**src/rtl/bta_pkg.sv**
```systemverilog
// shared types, constants and helpers for the binary to ascii converter
// used by bta_ctrl, bta_datapath, binary_to_ascii_dec_hex and the verif benches; no dependencies
package bta_pkg;

    // field and storage widths
    localparam int VALUE_W     = 32;
    localparam int DIGIT_COUNT = 10;
    localparam int NIB_W       = 4;
    localparam int DIGIT_W     = $clog2(DIGIT_COUNT);
    localparam int CNT_W       = $clog2(VALUE_W);
    localparam int CHAR_W      = 7;
    localparam int DATA_W      = 8;
    localparam int BCD_W       = DIGIT_COUNT * NIB_W;

    // radix commands
    localparam logic CMD_DEC = 1'b0;
    localparam logic CMD_HEX = 1'b1;

    // ascii anchors
    localparam logic [CHAR_W-1:0] ASCII_ZERO  = 7'h30;
    localparam logic [CHAR_W-1:0] ASCII_A     = 7'h61;
    localparam logic [CHAR_W-1:0] ASCII_A_OFS = ASCII_A - 7'd10;
    localparam logic [NIB_W-1:0]  DEC_LIMIT   = 4'd10;

    // controller to datapath commands
    typedef struct packed {
        logic               load;
        logic               hex;
        logic               shift;
        logic               emit;
        logic [DIGIT_W-1:0] sel;
        logic               final_digit;
    } dp_cmd_t;

    // datapath to controller status
    typedef struct packed {
        logic [DIGIT_W-1:0] msd;
        logic               out_free;
    } dp_status_t;

    // one digit to its ascii character
    function automatic logic [CHAR_W-1:0] nib_to_ascii(input logic [NIB_W-1:0] d);
        logic [CHAR_W-1:0] ext;
        ext = {{(CHAR_W-NIB_W){1'b0}}, d};
        if (d < DEC_LIMIT)
            return ASCII_ZERO + ext;
        else
            return ASCII_A_OFS + ext;
    endfunction

endpackage

```
**src/rtl/bta_ctrl.sv**
```systemverilog
// sequencer for the converter: load, double dabble shifts (decimal only), digit emission
// depends on bta_pkg
module bta_ctrl
    import bta_pkg::*;
(
    input  logic       clk,
    input  logic       rst_n,
    input  logic       start,
    input  logic       start_hex,
    output logic       busy,
    input  dp_status_t status,
    output dp_cmd_t    cmd
);

    typedef enum logic [1:0] {
        ST_IDLE,
        ST_CONVERT,
        ST_PREP,
        ST_EMIT
    } state_t;

    state_t             state_reg, state_next;
    logic [CNT_W-1:0]   cnt_reg, cnt_next;
    logic [DIGIT_W-1:0] idx_reg, idx_next;

    // next state and command decode
    always_comb
    begin
        state_next      = state_reg;
        cnt_next        = cnt_reg;
        idx_next        = idx_reg;
        cmd.load        = 1'b0;
        cmd.hex         = start_hex;
        cmd.shift       = 1'b0;
        cmd.emit        = 1'b0;
        cmd.sel         = idx_reg;
        cmd.final_digit = (idx_reg == '0);
        case (state_reg)
            ST_IDLE:
            begin
                if (start)
                begin
                    cmd.load   = 1'b1;
                    cnt_next   = '0;
                    state_next = (start_hex == CMD_HEX) ? ST_PREP : ST_CONVERT;
                end
            end
            ST_CONVERT:
            begin
                cmd.shift = 1'b1;
                cnt_next  = cnt_reg + 1'b1;
                if (cnt_reg == CNT_W'(VALUE_W - 1))
                    state_next = ST_PREP;
            end
            ST_PREP:
            begin
                // start at the most significant nonzero digit
                idx_next   = status.msd;
                state_next = ST_EMIT;
            end
            ST_EMIT:
            begin
                if (status.out_free)
                begin
                    cmd.emit = 1'b1;
                    if (idx_reg == '0)
                        state_next = ST_IDLE;
                    else
                        idx_next = idx_reg - 1'b1;
                end
            end
            default:
            begin
                state_next = ST_IDLE;
            end
        endcase
    end

    assign busy = (state_reg != ST_IDLE);

    // state and counters
    always_ff @(posedge clk or negedge rst_n)
    begin
        if (!rst_n)
        begin
            state_reg <= ST_IDLE;
            cnt_reg   <= '0;
            idx_reg   <= '0;
        end
        else
        begin
            state_reg <= state_next;
            cnt_reg   <= cnt_next;
            idx_reg   <= idx_next;
        end
    end

endmodule

```
**src/rtl/bta_datapath.sv**
```systemverilog
// value shift register, bcd digit register and output register
// depends on bta_pkg; driven by bta_ctrl commands
module bta_datapath
    import bta_pkg::*;
(
    input  logic               clk,
    input  logic               rst_n,
    input  logic [VALUE_W-1:0] value,
    input  dp_cmd_t            cmd,
    output dp_status_t         status,
    output logic               m_tvalid,
    input  logic               m_tready,
    output logic [DATA_W-1:0]  m_tdata,
    output logic               m_tlast
);

    logic [VALUE_W-1:0]                bin_reg, bin_next;
    logic [DIGIT_COUNT-1:0][NIB_W-1:0] bcd_reg, bcd_next;
    logic [DIGIT_COUNT-1:0][NIB_W-1:0] bcd_adj;
    logic [BCD_W-1:0]                  bcd_adj_flat;
    logic                              valid_reg, valid_next;
    logic [DATA_W-1:0]                 data_reg, data_next;
    logic                              last_reg, last_next;
    logic [DIGIT_W-1:0]                msd;

    // add-3 correction on every digit of at least five
    always_comb
    begin
        for (int i = 0; i < DIGIT_COUNT; i++)
            bcd_adj[i] = (bcd_reg[i] >= 4'd5) ? bcd_reg[i] + 4'd3 : bcd_reg[i];
    end

    // corrected digits as one flat vector for the shift
    assign bcd_adj_flat = bcd_adj;

    // load or shift the conversion registers
    always_comb
    begin
        bin_next = bin_reg;
        bcd_next = bcd_reg;
        if (cmd.load)
        begin
            bin_next = value;
            if (cmd.hex == CMD_HEX)
                bcd_next = {{(BCD_W-VALUE_W){1'b0}}, value};
            else
                bcd_next = '0;
        end
        else if (cmd.shift)
        begin
            bin_next = {bin_reg[VALUE_W-2:0], 1'b0};
            bcd_next = {bcd_adj_flat[BCD_W-2:0], bin_reg[VALUE_W-1]};
        end
    end

    // highest nonzero digit, zero when the whole value is zero
    always_comb
    begin
        msd = '0;
        for (int i = 0; i < DIGIT_COUNT; i++)
            if (bcd_reg[i] != '0)
                msd = DIGIT_W'(i);
    end

    assign status.msd      = msd;
    assign status.out_free = !valid_reg || m_tready;

    // output register
    always_comb
    begin
        valid_next = valid_reg;
        data_next  = data_reg;
        last_next  = last_reg;
        if (cmd.emit)
        begin
            valid_next = 1'b1;
            data_next  = {{(DATA_W-CHAR_W){1'b0}}, nib_to_ascii(bcd_reg[cmd.sel])};
            last_next  = cmd.final_digit;
        end
        else if (m_tready)
        begin
            valid_next = 1'b0;
        end
    end

    always_ff @(posedge clk)
    begin
        bin_reg  <= bin_next;
        bcd_reg  <= bcd_next;
        data_reg <= data_next;
        last_reg <= last_next;
    end

    always_ff @(posedge clk or negedge rst_n)
    begin
        if (!rst_n)
            valid_reg <= 1'b0;
        else
            valid_reg <= valid_next;
    end

    assign m_tvalid = valid_reg;
    assign m_tdata  = data_reg;
    assign m_tlast  = last_reg;

endmodule

```
**src/rtl/binary_to_ascii_dec_hex.sv**
```systemverilog
// Binary to ASCII converter, decimal or lowercase hexadecimal.
// Input stream: s_tdata carries a 32-bit unsigned value, s_tuser[0] selects the
// radix (0 decimal, 1 hex). Output stream: one request per digit, the ASCII
// character in m_tdata[6:0], most significant digit first, no leading zeros;
// m_tlast marks the least significant digit. Zero gives the single digit '0'.
// One value is converted at a time; s_tready is high only when idle.
// Decimal: a load, 32 bit-serial double dabble shifts, a setup step, then
// one digit per cycle while m_tready does not stall the output.
// Hex: a load, a setup step, then one digit per cycle under the same condition.
// The first digit passes from the setup state through the emit state into
// the output register before it appears on m_tvalid.
// A stall on m_tready holds the current digit in the output register and
// pauses emission; the next value is accepted once the last digit is loaded.
// Reset (rst_n low) clears the sequencer and the output valid flag.
// depends on bta_pkg, bta_ctrl, bta_datapath
module binary_to_ascii_dec_hex
    import bta_pkg::*;
(
    input  logic               clk,
    input  logic               rst_n,
    input  logic               s_tvalid,
    output logic               s_tready,
    input  logic [VALUE_W-1:0] s_tdata,   // [31:0] value
    input  logic [0:0]         s_tuser,   // [0] command
    output logic               m_tvalid,
    input  logic               m_tready,
    output logic [DATA_W-1:0]  m_tdata,   // [6:0] digit_char, [7] zero
    output logic               m_tlast
);

    dp_cmd_t    cmd;
    dp_status_t status;
    logic       busy;
    logic       start;

    // accept a request only when the sequencer is idle
    assign s_tready = !busy;
    assign start    = s_tvalid && s_tready;

    bta_ctrl u_ctrl (
        .clk       (clk),
        .rst_n     (rst_n),
        .start     (start),
        .start_hex (s_tuser[0]),
        .busy      (busy),
        .status    (status),
        .cmd       (cmd)
    );

    bta_datapath u_datapath (
        .clk      (clk),
        .rst_n    (rst_n),
        .value    (s_tdata),
        .cmd      (cmd),
        .status   (status),
        .m_tvalid (m_tvalid),
        .m_tready (m_tready),
        .m_tdata  (m_tdata),
        .m_tlast  (m_tlast)
    );

    // one value at a time
    a_one_at_a_time: assert property (@(posedge clk) disable iff (!rst_n)
        start |=> !s_tready)
        else $error("request accepted while a conversion was running");

    // a digit is loaded only into a free output register
    a_no_overwrite: assert property (@(posedge clk) disable iff (!rst_n)
        cmd.emit |-> status.out_free)
        else $error("digit loaded over a pending output");

    // every emitted character is a valid digit
    a_char_range: assert property (@(posedge clk) disable iff (!rst_n)
        m_tvalid |-> ((m_tdata >= 8'h30 && m_tdata <= 8'h39) ||
                      (m_tdata >= 8'h61 && m_tdata <= 8'h66)))
        else $error("output character is not a digit");

endmodule

```
**config.mk**
```make
export PLATFORM = sky130hd
export DESIGN_NAME = binary_to_ascii_dec_hex
export DESIGN_NICKNAME = d
export VERILOG_FILES = /design/src/rtl/bta_pkg.sv /design/src/rtl/bta_ctrl.sv /design/src/rtl/bta_datapath.sv /design/src/rtl/binary_to_ascii_dec_hex.sv
export SDC_FILE = /design/constraint.sdc
export NUM_CORES = 1
export LEC_CHECK = 0
export BUFFER_PORTS_ARGS = -buffer_cell sky130_fd_sc_hd__clkbuf_2
export CORE_ASPECT_RATIO = 1.1
export CORE_MARGIN = 2
export CORE_UTILIZATION = 44
export DETAILED_ROUTE_END_ITERATION = 8
export PLACE_DENSITY = 0.76
export SLEW_MARGIN = 20
export SYNTH_ARGS = -nofsm -noshare
export SYNTH_HDL_FRONTEND = slang
export SYNTH_HIERARCHICAL = 1
export SYNTH_SLANG_ARGS = --single-unit
```
**constraint.sdc**
```tcl
create_clock -name clk -period 3.3 [get_ports clk]
set_input_delay 0 -clock clk [delete_from_list [all_inputs] [get_ports clk]]
set_output_delay 0 -clock clk [all_outputs]
set_load 0.005 [all_outputs]
```
==> results of run 1 <==
-- metrics by stage --
stage                     cells  hold slack [ns]   util  setup slack [ns]
after floorplan             495           -0.296      -             0.232
after global placement      677          -0.0956  0.484             0.658
after detailed placement    677          -0.0856  0.484             0.547
after CTS                   727           0.0746  0.536             0.544
after global routing        727            0.104  0.536             0.294
final                       727           0.0832  0.536             0.536
-- cell usage after synthesis (3+ instances only) --
master,instances
mux2i_1,9
a31oi_1,4
nand2_1,31
buf_2,4
and2_1,4
o31ai_1,8
inv_1,30
mux4_1,3
mux4_2,3
edfxtp_1,80
a21oi_1,38
nor3_1,4
xor2_1,9
nor2_1,26
mux2_2,34
nand2b_1,13
clkbuf_1,14
o21ai_0,40
nand3_1,25
nor3b_1,11
dfrtp_1,12
ha_1,28
and3_1,4
xnor2_1,12
nor2b_1,4
-- power by group through the flow --
stage / Clock (mW) / Sequential (mW) / Combinational [mW]
final: 1.03 / 2.64 / 2.86
after global routing: 1.09 / 2.72 / 3.21
after CTS: 1.06 / 2.64 / 2.87
after detailed placement: 0 / 2.66 / 2.81
after global placement: 0 / 2.62 / 2.69
after floorplan: 0 / 2.47 / 2.28
-- worst max-delay path: stages, from the launching register on --
cell and delay (ns):
dfrtp_1 0.40, inv_1 0.11, ha_1 0.34, inv_1 0.14, nor2b_1 0.38, and2_2 0.43
buf_4 0.32, mux2_2 0.38
-- final cells by class --
class,count,area share
inverter,31,0.0179
clock buffer,11,0.0357
clock inverter,5,0.00961
tap,154,0.0296
timing repair buffer,84,0.0961
sequential,92,0.415
multi-input combinational,350,0.396
-- cell families (layout without fill, tap and decap cells) --
family	count (synthesis)	after routing	share of synthesized area
AOI/OAI and AO/OA	110	110	0.120
xor gates and xnor gates	21	21	0.0334
adders and majority gates	28	28	0.0637
buffers and inverters	53	131	0.0411
DFF	92	92	0.491
muxes	50	50	0.115
other	2	2	0.00136
and+or+nand+nor	139	139	0.134
-- routing by layer --
layer	part of all wire	up-vias	global-route usage
li1	-	1959	-
met1	0.44	1956	0.215
met2	0.50	85	0.298
met3	0.034	16	0.0330
met4	0.019	0	0.0734
met5	0	-	0
-- final timing paths --
check | endpoint | from | cells after the start | slack (ns)
setup reg to reg | u_datapath/bin_reg[7] | u_ctrl/state_reg[1] | 7 | 0.54
max in group asynchronous | u_ctrl/idx_reg[3] | rst_n | 2 | 2.96
min in group clk | u_ctrl/cnt_reg[0] | s_tvalid | 4 | 0.19
hold / removal | u_ctrl/cnt_reg[3] | rst_n | 2 | 0.08
setup / recovery | u_datapath/bin_reg[7] | u_ctrl/state_reg[1] | 7 | 0.54
hold reg to reg | u_datapath/bin_reg[3] | u_datapath/bin_reg[2] | 1 | 0.55
==> out/metrics.yaml, run 1 <==
drv_slew: 0
area_delta_synth_final_pct: 18.3
layout_common_cells: "edfxtp_1 (80), clkbuf_2 (46), o21ai_0 (40)"
clock-root-buffer: "clkbuf_16"
rsz0062_at_grt: "no"
multi_input_area_mm2: 0.00258
clock_sinks: 92
pwr-share-seq: 0.405
ctsLongestPathBuffers: 2
netlist_area_mm2: 0.00550
gp_congestion: 0.830
cts_hold_buf: 34
dr.pass1.iters: 5
synth-warning-count: 6
n_fill_cell: 1013
fin_area_mm2: 0.00651
drv_cap: 0
initial_utilization: 0.453
routed_via_density: 5.52
fin_nets: 633
cts-resized-gates: 0
grt_overflow_total: 0
synthArstFlopShare: 0.130
path_max_fanout: 24
pwr-share-comb: 0.438
grt_max_degree: 73
drive_gt1_frac: 0.197
synth_edf_count: 80
syn-instance-count: 495
power_leakage_nw: 2.47
layout_commonest_cell: "edfxtp_1"
peakVddDrop_uv: 406
tns_ns: 0
ys_ff_latch: 92
placed_cell_area_mm2: 0.00588
crit_type: "reg2reg"
status: "completed"
largest_register_ffs: 40
wl_per_cell_um: 15.5
cts-buffers-inserted: 9
start_kind: "flip-flop"
tritoncts: "built"
post-dp-hpwl_um: 7740
path_clk_slew_ns: 0.06
powerDensity_mw_per_mm2: 1000
p_switching_mw: 2.46
internal_power_mw: 4.07
rows: 42
grt_pass1_vias: 3785
finClkSkew_ns: 0.00674
period_needed_ns: 2.76
postSynthAreaPerCell_um2: 11.1
syn_nets: 560
grt_pass1_wl_um: 18500
pwr-share-clk: 0.158
wl_um: 11300
yosys-top-cells-area: "edfxtp_1 (44%), mux2_2 (7.0%), ha_1 (6.4%)"
end_kind: "flip-flop"
grt_usage: 0.174
io_pins: 48
relSlewSlack: 0.630
worstMarginPinSlew_ns: 0.555
synth_top_area_cell: "edfxtp_1"
post_cts_buffers: 0
crit_arrival_ns: 2.86
core_area_mm2: 0.0121
post-route-drc-count: 0
die_area_mm2: 0.0134
insertion_delay_ns: 0.35
hold_violations: 0
max_freq_ghz: 0.362
swShare: 0.377
min_path_type: "in2async"
seq_area_mm2: 0.00270
port-buffer-count: 46
antenna_found_initial: 0
die_w_um: 111
synthFlopType: "edfxtp_1"
period_share: 0.838
total_power_mw: 6.53
synth_cell_types: 55
antennaDiodeCount: 0
die_y_um: 121
htreeDepth: 3
vias: 4016
drt_iter0_markers: 221
ant_nets: 0
setup_viol: 0
critPathRequiredTime_ns: 3.39
ys_seq_area_frac: 0.491
synth_top_area_share: 0.436
Power figures use the tool's default switching activity.
==> run 2, diff against run 1 <==
clock period = 2.3 ns   (was 3.3 ns; I/O delays follow)
==> out/metrics.yaml, run 2 (synthesized netlist as in run 1, its figures left out) <==
htreeDepth: 3  # unchanged
tns_ns: 0  # unchanged
critPathRequiredTime_ns: 2.53  # was 3.39 ns
dp.cells: 690  # was 677
clock-root-buffer: "clkbuf_16"  # unchanged
hold_path_startpoint: "s_tdata[4]"
hold_end: "u_datapath/bin_reg[4]"
ctsLongestPathBuffers: 2  # unchanged
crit_arrival_ns: 2.49  # was 2.86 ns
area_delta_synth_final_pct: 22.3  # was 18.3%
final_cells: 743  # was 727
start_kind: "flip-flop"  # unchanged
timing.rr.start: "u_datapath/bcd_reg[5]"  # was u_ctrl/state_reg[1]
grt_max_degree: 46  # was 73
cpMaxStageDelayCell: "edfxtp_1"  # was and2_2
max_stage_delay_ns: 0.41  # was 0.43 ns
drt_iter0_markers: 288  # was 221
ant_nets: 0  # unchanged
layout_common_cells: "edfxtp_1 (80), clkbuf_2 (46), o21ai_0 (39)"  # was edfxtp_1 (80), clkbuf_2 (46), o21ai_0 (40)
multi_input_area_mm2: 0.00265  # was 0.00258 mm²
relSlewSlack: 0.647  # was 0.630
antenna_found_initial: 0  # unchanged
fin_area_mm2: 0.00673  # was 0.00651 mm²
grt_pass1_vias: 4043  # was 3785
io_pins: 48  # unchanged
insertion_delay_ns: 0.34  # was 0.35 ns
grt_usage: 0.183  # was 0.174
top_layer_used: "met4"  # unchanged
max_freq_ghz: 0.441  # was 0.362 GHz
wl_um: 11900  # was 11300 µm
hold_violations: 0  # unchanged
min_path_type: "in2reg"  # was in2async
vias: 4114  # was 4016
p_switching_mw: 3.73  # was 2.46 mW
wl_met2_um: 5870  # was 5670 µm
seq_area_mm2: 0.00270  # unchanged
core_area_mm2: 0.0121  # unchanged
path_max_fanout: 2  # was 24
post-dp-hpwl_um: 8320  # was 7740 µm
antennaDiodeCount: 0  # unchanged
power_leakage_nw: 2.57  # was 2.47 nW
worstMarginPinSlew_ns: 0.529  # was 0.555 ns
drt-met1-wl_um: 5320  # was 5000 µm
end_kind: "flip-flop"  # unchanged
die_y_um: 121  # unchanged
drv_slew: 0  # unchanged
clock_sinks: 92  # unchanged
rows: 42  # unchanged
whs_path_depth: 2
largest_register_ffs: 40  # unchanged
post-route-drc-count: 0  # unchanged
path_cells: "inv_2 -> ha_4 -> or3b_4 -> a31oi_4 -> o211ai_1 -> a31oi_1 -> o21ai_1 -> or2_1 -> a31oi_1 -> a31oi_1"  # was inv_1 -> ha_1 -> inv_1 -> nor2b_1 -> and2_2 -> buf_4 -> mux2_2
period_share: 0.986  # was 0.838
peakVddDrop_uv: 799  # was 406 µV
grt_pass1_wl_um: 19600  # was 18500 µm
drive_gt1_frac: 0.243  # was 0.197
path_buf_inv: 1  # was 3
holdWs_ns: 0.0117  # was 0.0832 ns
tritoncts: "built"  # unchanged
rsz0062_at_grt: "yes"  # was no
swShare: 0.378  # was 0.377
status: "completed"  # unchanged
wl_per_cell_um: 16.0  # was 15.5 µm
cts-buffers-inserted: 9  # unchanged
fin_nets: 650  # was 633
pwr-share-comb: 0.472  # was 0.438
crit_type: "reg2reg"  # unchanged
layout_commonest_cell: "edfxtp_1"  # unchanged
final_util: 0.555  # was 0.536
critical_path.top_delay_family: "compound AO/OA/AOI/OAI gates"  # was simple AND/OR/NAND/NOR gates
die_area_mm2: 0.0134  # unchanged
internal_power_mw: 6.13  # was 4.07 mW
r2r-end: "u_ctrl/idx_reg[0]"  # was u_datapath/bin_reg[7]
reg2reg_slack_ns: 0.03  # was 0.54 ns
ff2ff_path_depth: 10  # was 7
placed_cell_area_mm2: 0.00603  # was 0.00588 mm²
drv_cap: 0  # unchanged
powerDensity_mw_per_mm2: 1460  # was 1000 mW/mm²
die_w_um: 111  # unchanged
pwr-share-seq: 0.381  # was 0.405
dr.pass1.iters: 5  # unchanged
setup_viol: 0  # unchanged
finClkSkew_ns: 0.00555  # was 0.00674 ns
period_needed_ns: 2.27  # was 2.76 ns
gp_congestion: 0.867  # was 0.830
wl_met3_um: 481  # was 388 µm
grt_overflow_total: 0  # unchanged
pwr-share-clk: 0.147  # was 0.158
crit_top_cell: "a31oi_1"  # was inv_1
n_fill_cell: 960  # was 1013
initial_utilization: 0.453  # unchanged
port-buffer-count: 46  # unchanged
path_clk_slew_ns: 0.06  # about the same
routed_via_density: 5.54  # was 5.52
## run 2: cell types whose count changed in the layout (fill, tap and decap cells not counted), sizes merged
cell	previous run	this run
buf	4	22
clkinvlp	2	1
dlygate4sd3	34	33
## run 2: worst max-delay path by stage
| stage | depth (start not counted) | endpoint | from |
|---|---|---|---|
| floorplan | 9 | u_datapath/bcd_reg[0] | u_ctrl/state_reg[1] |
| global placement | 10 | u_ctrl/idx_reg[0] | u_datapath/bcd_reg[4] |
| detailed placement | 10 | u_ctrl/idx_reg[0] | u_datapath/bcd_reg[5] |
| CTS | 10 | u_ctrl/idx_reg[0] | u_datapath/bcd_reg[5] |
| global route | 10 | u_ctrl/idx_reg[0] | u_datapath/bcd_reg[5] |
| finish | 10 | u_ctrl/idx_reg[0] | u_datapath/bcd_reg[5] |
## run 2: power groups by stage
| stage | registers (mW) | clock network, mW | logic, mW |
|---|---|---|---|
| after floorplan | 3.54 | 0 | 3.34 |
| after global placement | 3.71 | 0 | 4.20 |
| after detailed placement | 3.76 | 0 | 4.41 |
| after CTS | 3.73 | 1.48 | 4.51 |
| after global routing | 3.86 | 1.53 | 5.22 |
| final | 3.75 | 1.45 | 4.66 |
## run 2: timing repair
| action | 4_1_cts | 5_1_grt |
|---|---|---|
| hold buffers | 33 | 0 |
| pin swaps | 2 | 6 |
| buffers inserted | 1 | 4 |
| setup endpoints to repair | 1 | 1 |
| endpoints found under the hold margin | 67 | 0 |
| resized for setup | 1 | 13 |
## run 2: final cells by class
class / count / share of cell area
inverters: 31 / 0.0177
flip-flops and latches: 92 / 0.401
multi-input cells: 350 / 0.393
well taps: 154 / 0.0286
clock inverters: 4 / 0.00762
clock buffers: 11 / 0.0346
repair buffers: 101 / 0.117
## run 2: routing by layer
metal,track usage,up-vias
met5,0,-
met1,0.232,1977
met2,0.313,126
met3,0.0335,15
met4,0.0680,0
li1,-,1996
## run 2: through the flow
stage               total power, mW  worst slack, ns
finish                         9.86           0.0331
global route                   10.6          -0.0473
CTS                            9.72           0.0167
detailed placement             8.17           0.0225
global placement               7.91            0.115
floorplan                      6.88          -0.0728
==> run 3, diff against run 2 <==
MAX_ROUTING_LAYER = met4   (was not set)
==> out/metrics.yaml, run 3 (synthesized netlist as in run 1, its figures left out) <==
dr.pass1.iters: 5  # unchanged
total_power_mw: 9.86  # about the same
n_fill_cell: 960  # unchanged
status: "completed"  # unchanged
hold_violations: 0  # unchanged
cpMaxStageDelayCell: "edfxtp_1"  # unchanged
min_path_type: "in2reg"  # unchanged
crit_arrival_ns: 2.51  # was 2.49 ns
rsz0062_at_grt: "yes"  # unchanged
powerDensity_mw_per_mm2: 1460  # about the same
final_util: 0.555  # unchanged
wl_um: 11900  # about the same
wl_per_cell_um: 16.0  # about the same
drv_cap: 0  # unchanged
die_y_um: 121  # unchanged
io_pins: 48  # unchanged
ant_nets: 0  # unchanged
ctsLongestPathBuffers: 2  # unchanged
area_delta_synth_final_pct: 22.3  # unchanged
gp_congestion: 0.882  # was 0.867
grt_max_degree: 46  # unchanged
setup_ws_ns: 0.0221  # was 0.0331 ns
vias: 4094  # was 4114
cts-buffers-inserted: 9  # unchanged
drv_slew: 0  # unchanged
grt_overflow_total: 0  # unchanged
post-place-ws_ns: 0.0225  # unchanged
grt_usage: 0.188  # was 0.183
holdWs_ns: 0.00930  # was 0.0117 ns
tritoncts: "built"  # unchanged
layout_common_cells: "edfxtp_1 (80), clkbuf_2 (46), o21ai_0 (39)"  # unchanged
peakVddDrop_uv: 800  # was 799 µV
setup_viol: 0  # unchanged
period_share: 0.990  # was 0.986
max_stage_delay_ns: 0.41  # about the same
finClkSkew_ns: 0.00535  # was 0.00555 ns
post-route-drc-count: 0  # unchanged
multi_input_area_mm2: 0.00265  # unchanged
worstMarginPinSlew_ns: 0.526  # was 0.529 ns
insertion_delay_ns: 0.35  # was 0.34 ns
die_area_mm2: 0.0134  # unchanged
antenna_found_initial: 0  # unchanged
antennaDiodeCount: 0  # unchanged
rows: 42  # unchanged
path_clk_slew_ns: 0.06  # about the same
path_cells: "inv_2 -> ha_4 -> or3b_4 -> a31oi_4 -> o211ai_1 -> a31oi_1 -> o21ai_1 -> or2_1 -> a31oi_1 -> a31oi_1"  # unchanged
clock-root-buffer: "clkbuf_16"  # unchanged
layout_commonest_cell: "edfxtp_1"  # unchanged
period_needed_ns: 2.28  # was 2.27 ns
seq_area_mm2: 0.00270  # unchanged
port-buffer-count: 46  # unchanged
initial_utilization: 0.453  # unchanged
crit_top_cell: "a31oi_1"  # unchanged
clock_sinks: 92  # unchanged
grt_pass1_wl_um: 19700  # was 19600 µm
drt_iter0_markers: 311  # was 288
path_max_fanout: 2  # unchanged
core_area_mm2: 0.0121  # unchanged
die_w_um: 111  # unchanged
routed_via_density: 5.51  # was 5.54
grt_pass1_vias: 4028  # was 4043
fin_nets: 650  # unchanged
start_kind: "flip-flop"  # unchanged
htreeDepth: 3  # unchanged
largest_register_ffs: 40  # unchanged
tns_ns: 0  # unchanged
max_freq_ghz: 0.439  # was 0.441 GHz
relSlewSlack: 0.649  # was 0.647
crit_type: "reg2reg"  # unchanged
end_kind: "flip-flop"  # unchanged
post-dp-hpwl_um: 8320  # unchanged
critPathRequiredTime_ns: 2.53  # about the same
drive_gt1_frac: 0.243  # unchanged
power_leakage_nw: 2.57  # unchanged
-- run 3: cell counts in the layout (fill, tap and decap cells not counted) --
Identical to the previous run, type by type.
-- run 3: per-stage QoR --
stage / cell area [µm²] / std cells
finish: 6730 / 743
global route: 6730 / 743
CTS: 6660 / 739
detailed placement: 6030 / 690
global placement: 6030 / 690
floorplan: 5560 / 495
-- run 3: layout make-up --
type / instances / share of cell area
multi-input cells: 350 / 0.393
clock buffers: 11 / 0.0346
well taps: 154 / 0.0286
inverters: 31 / 0.0177
repair buffers: 101 / 0.117
clock inverters: 4 / 0.00762
flip-flops and latches: 92 / 0.401
-- run 3: path summary, 6_finish.rpt --
path | start | endpoint | slack [ns] | cells after the start
max | u_datapath/bcd_reg[5] | u_ctrl/idx_reg[0] | 0.02 | 10
min reg2reg | u_ctrl/cnt_reg[4] | u_ctrl/cnt_reg[4] | 0.55 | 2
min | s_tdata[4] | u_datapath/bin_reg[4] | 0.009 | 2
max in group asynchronous | rst_n | u_ctrl/state_reg[1] | 1.97 | 2
max reg2reg | u_datapath/bcd_reg[5] | u_ctrl/idx_reg[0] | 0.02 | 10
min in group asynchronous | rst_n | u_ctrl/idx_reg[1] | 0.08 | 2
-- run 3: worst max-delay path, delay by kind of cell (launching register included) --
kind,cells,cell delay [ns]
buf+inv,1,0.10
fa+ha+maj,1,0.13
compound gates,6,0.88
flops,1,0.41
simple gates,2,0.64
-- run 3: repair_timing --
item / 4_1_cts / 5_1_grt
gates cloned: 0 / 0
hold buffers: 33 / 0
setup endpoints to repair: 1 / 1
hold endpoints to repair: 67 / 0
buffers inserted: 1 / 4
resized for setup: 1 / 13
pin swaps: 2 / 6
-- run 3: layer usage --
metal  GRT usage  vias up  part of all wire
li1            -     1995                 -
met1       0.234     1974              0.44
met3      0.0325       18             0.041
met4      0.0680        0             0.017
met5           -        -                 0
met2       0.313      107              0.50
-- run 3: power breakdown --
part | internal, mW | leakage [nW] | switching (mW)
Combinational | 2.20 | 1.54 | 2.46
Sequential | 3.09 | 0.900 | 0.658
Clock | 0.837 | 0.136 | 0.612
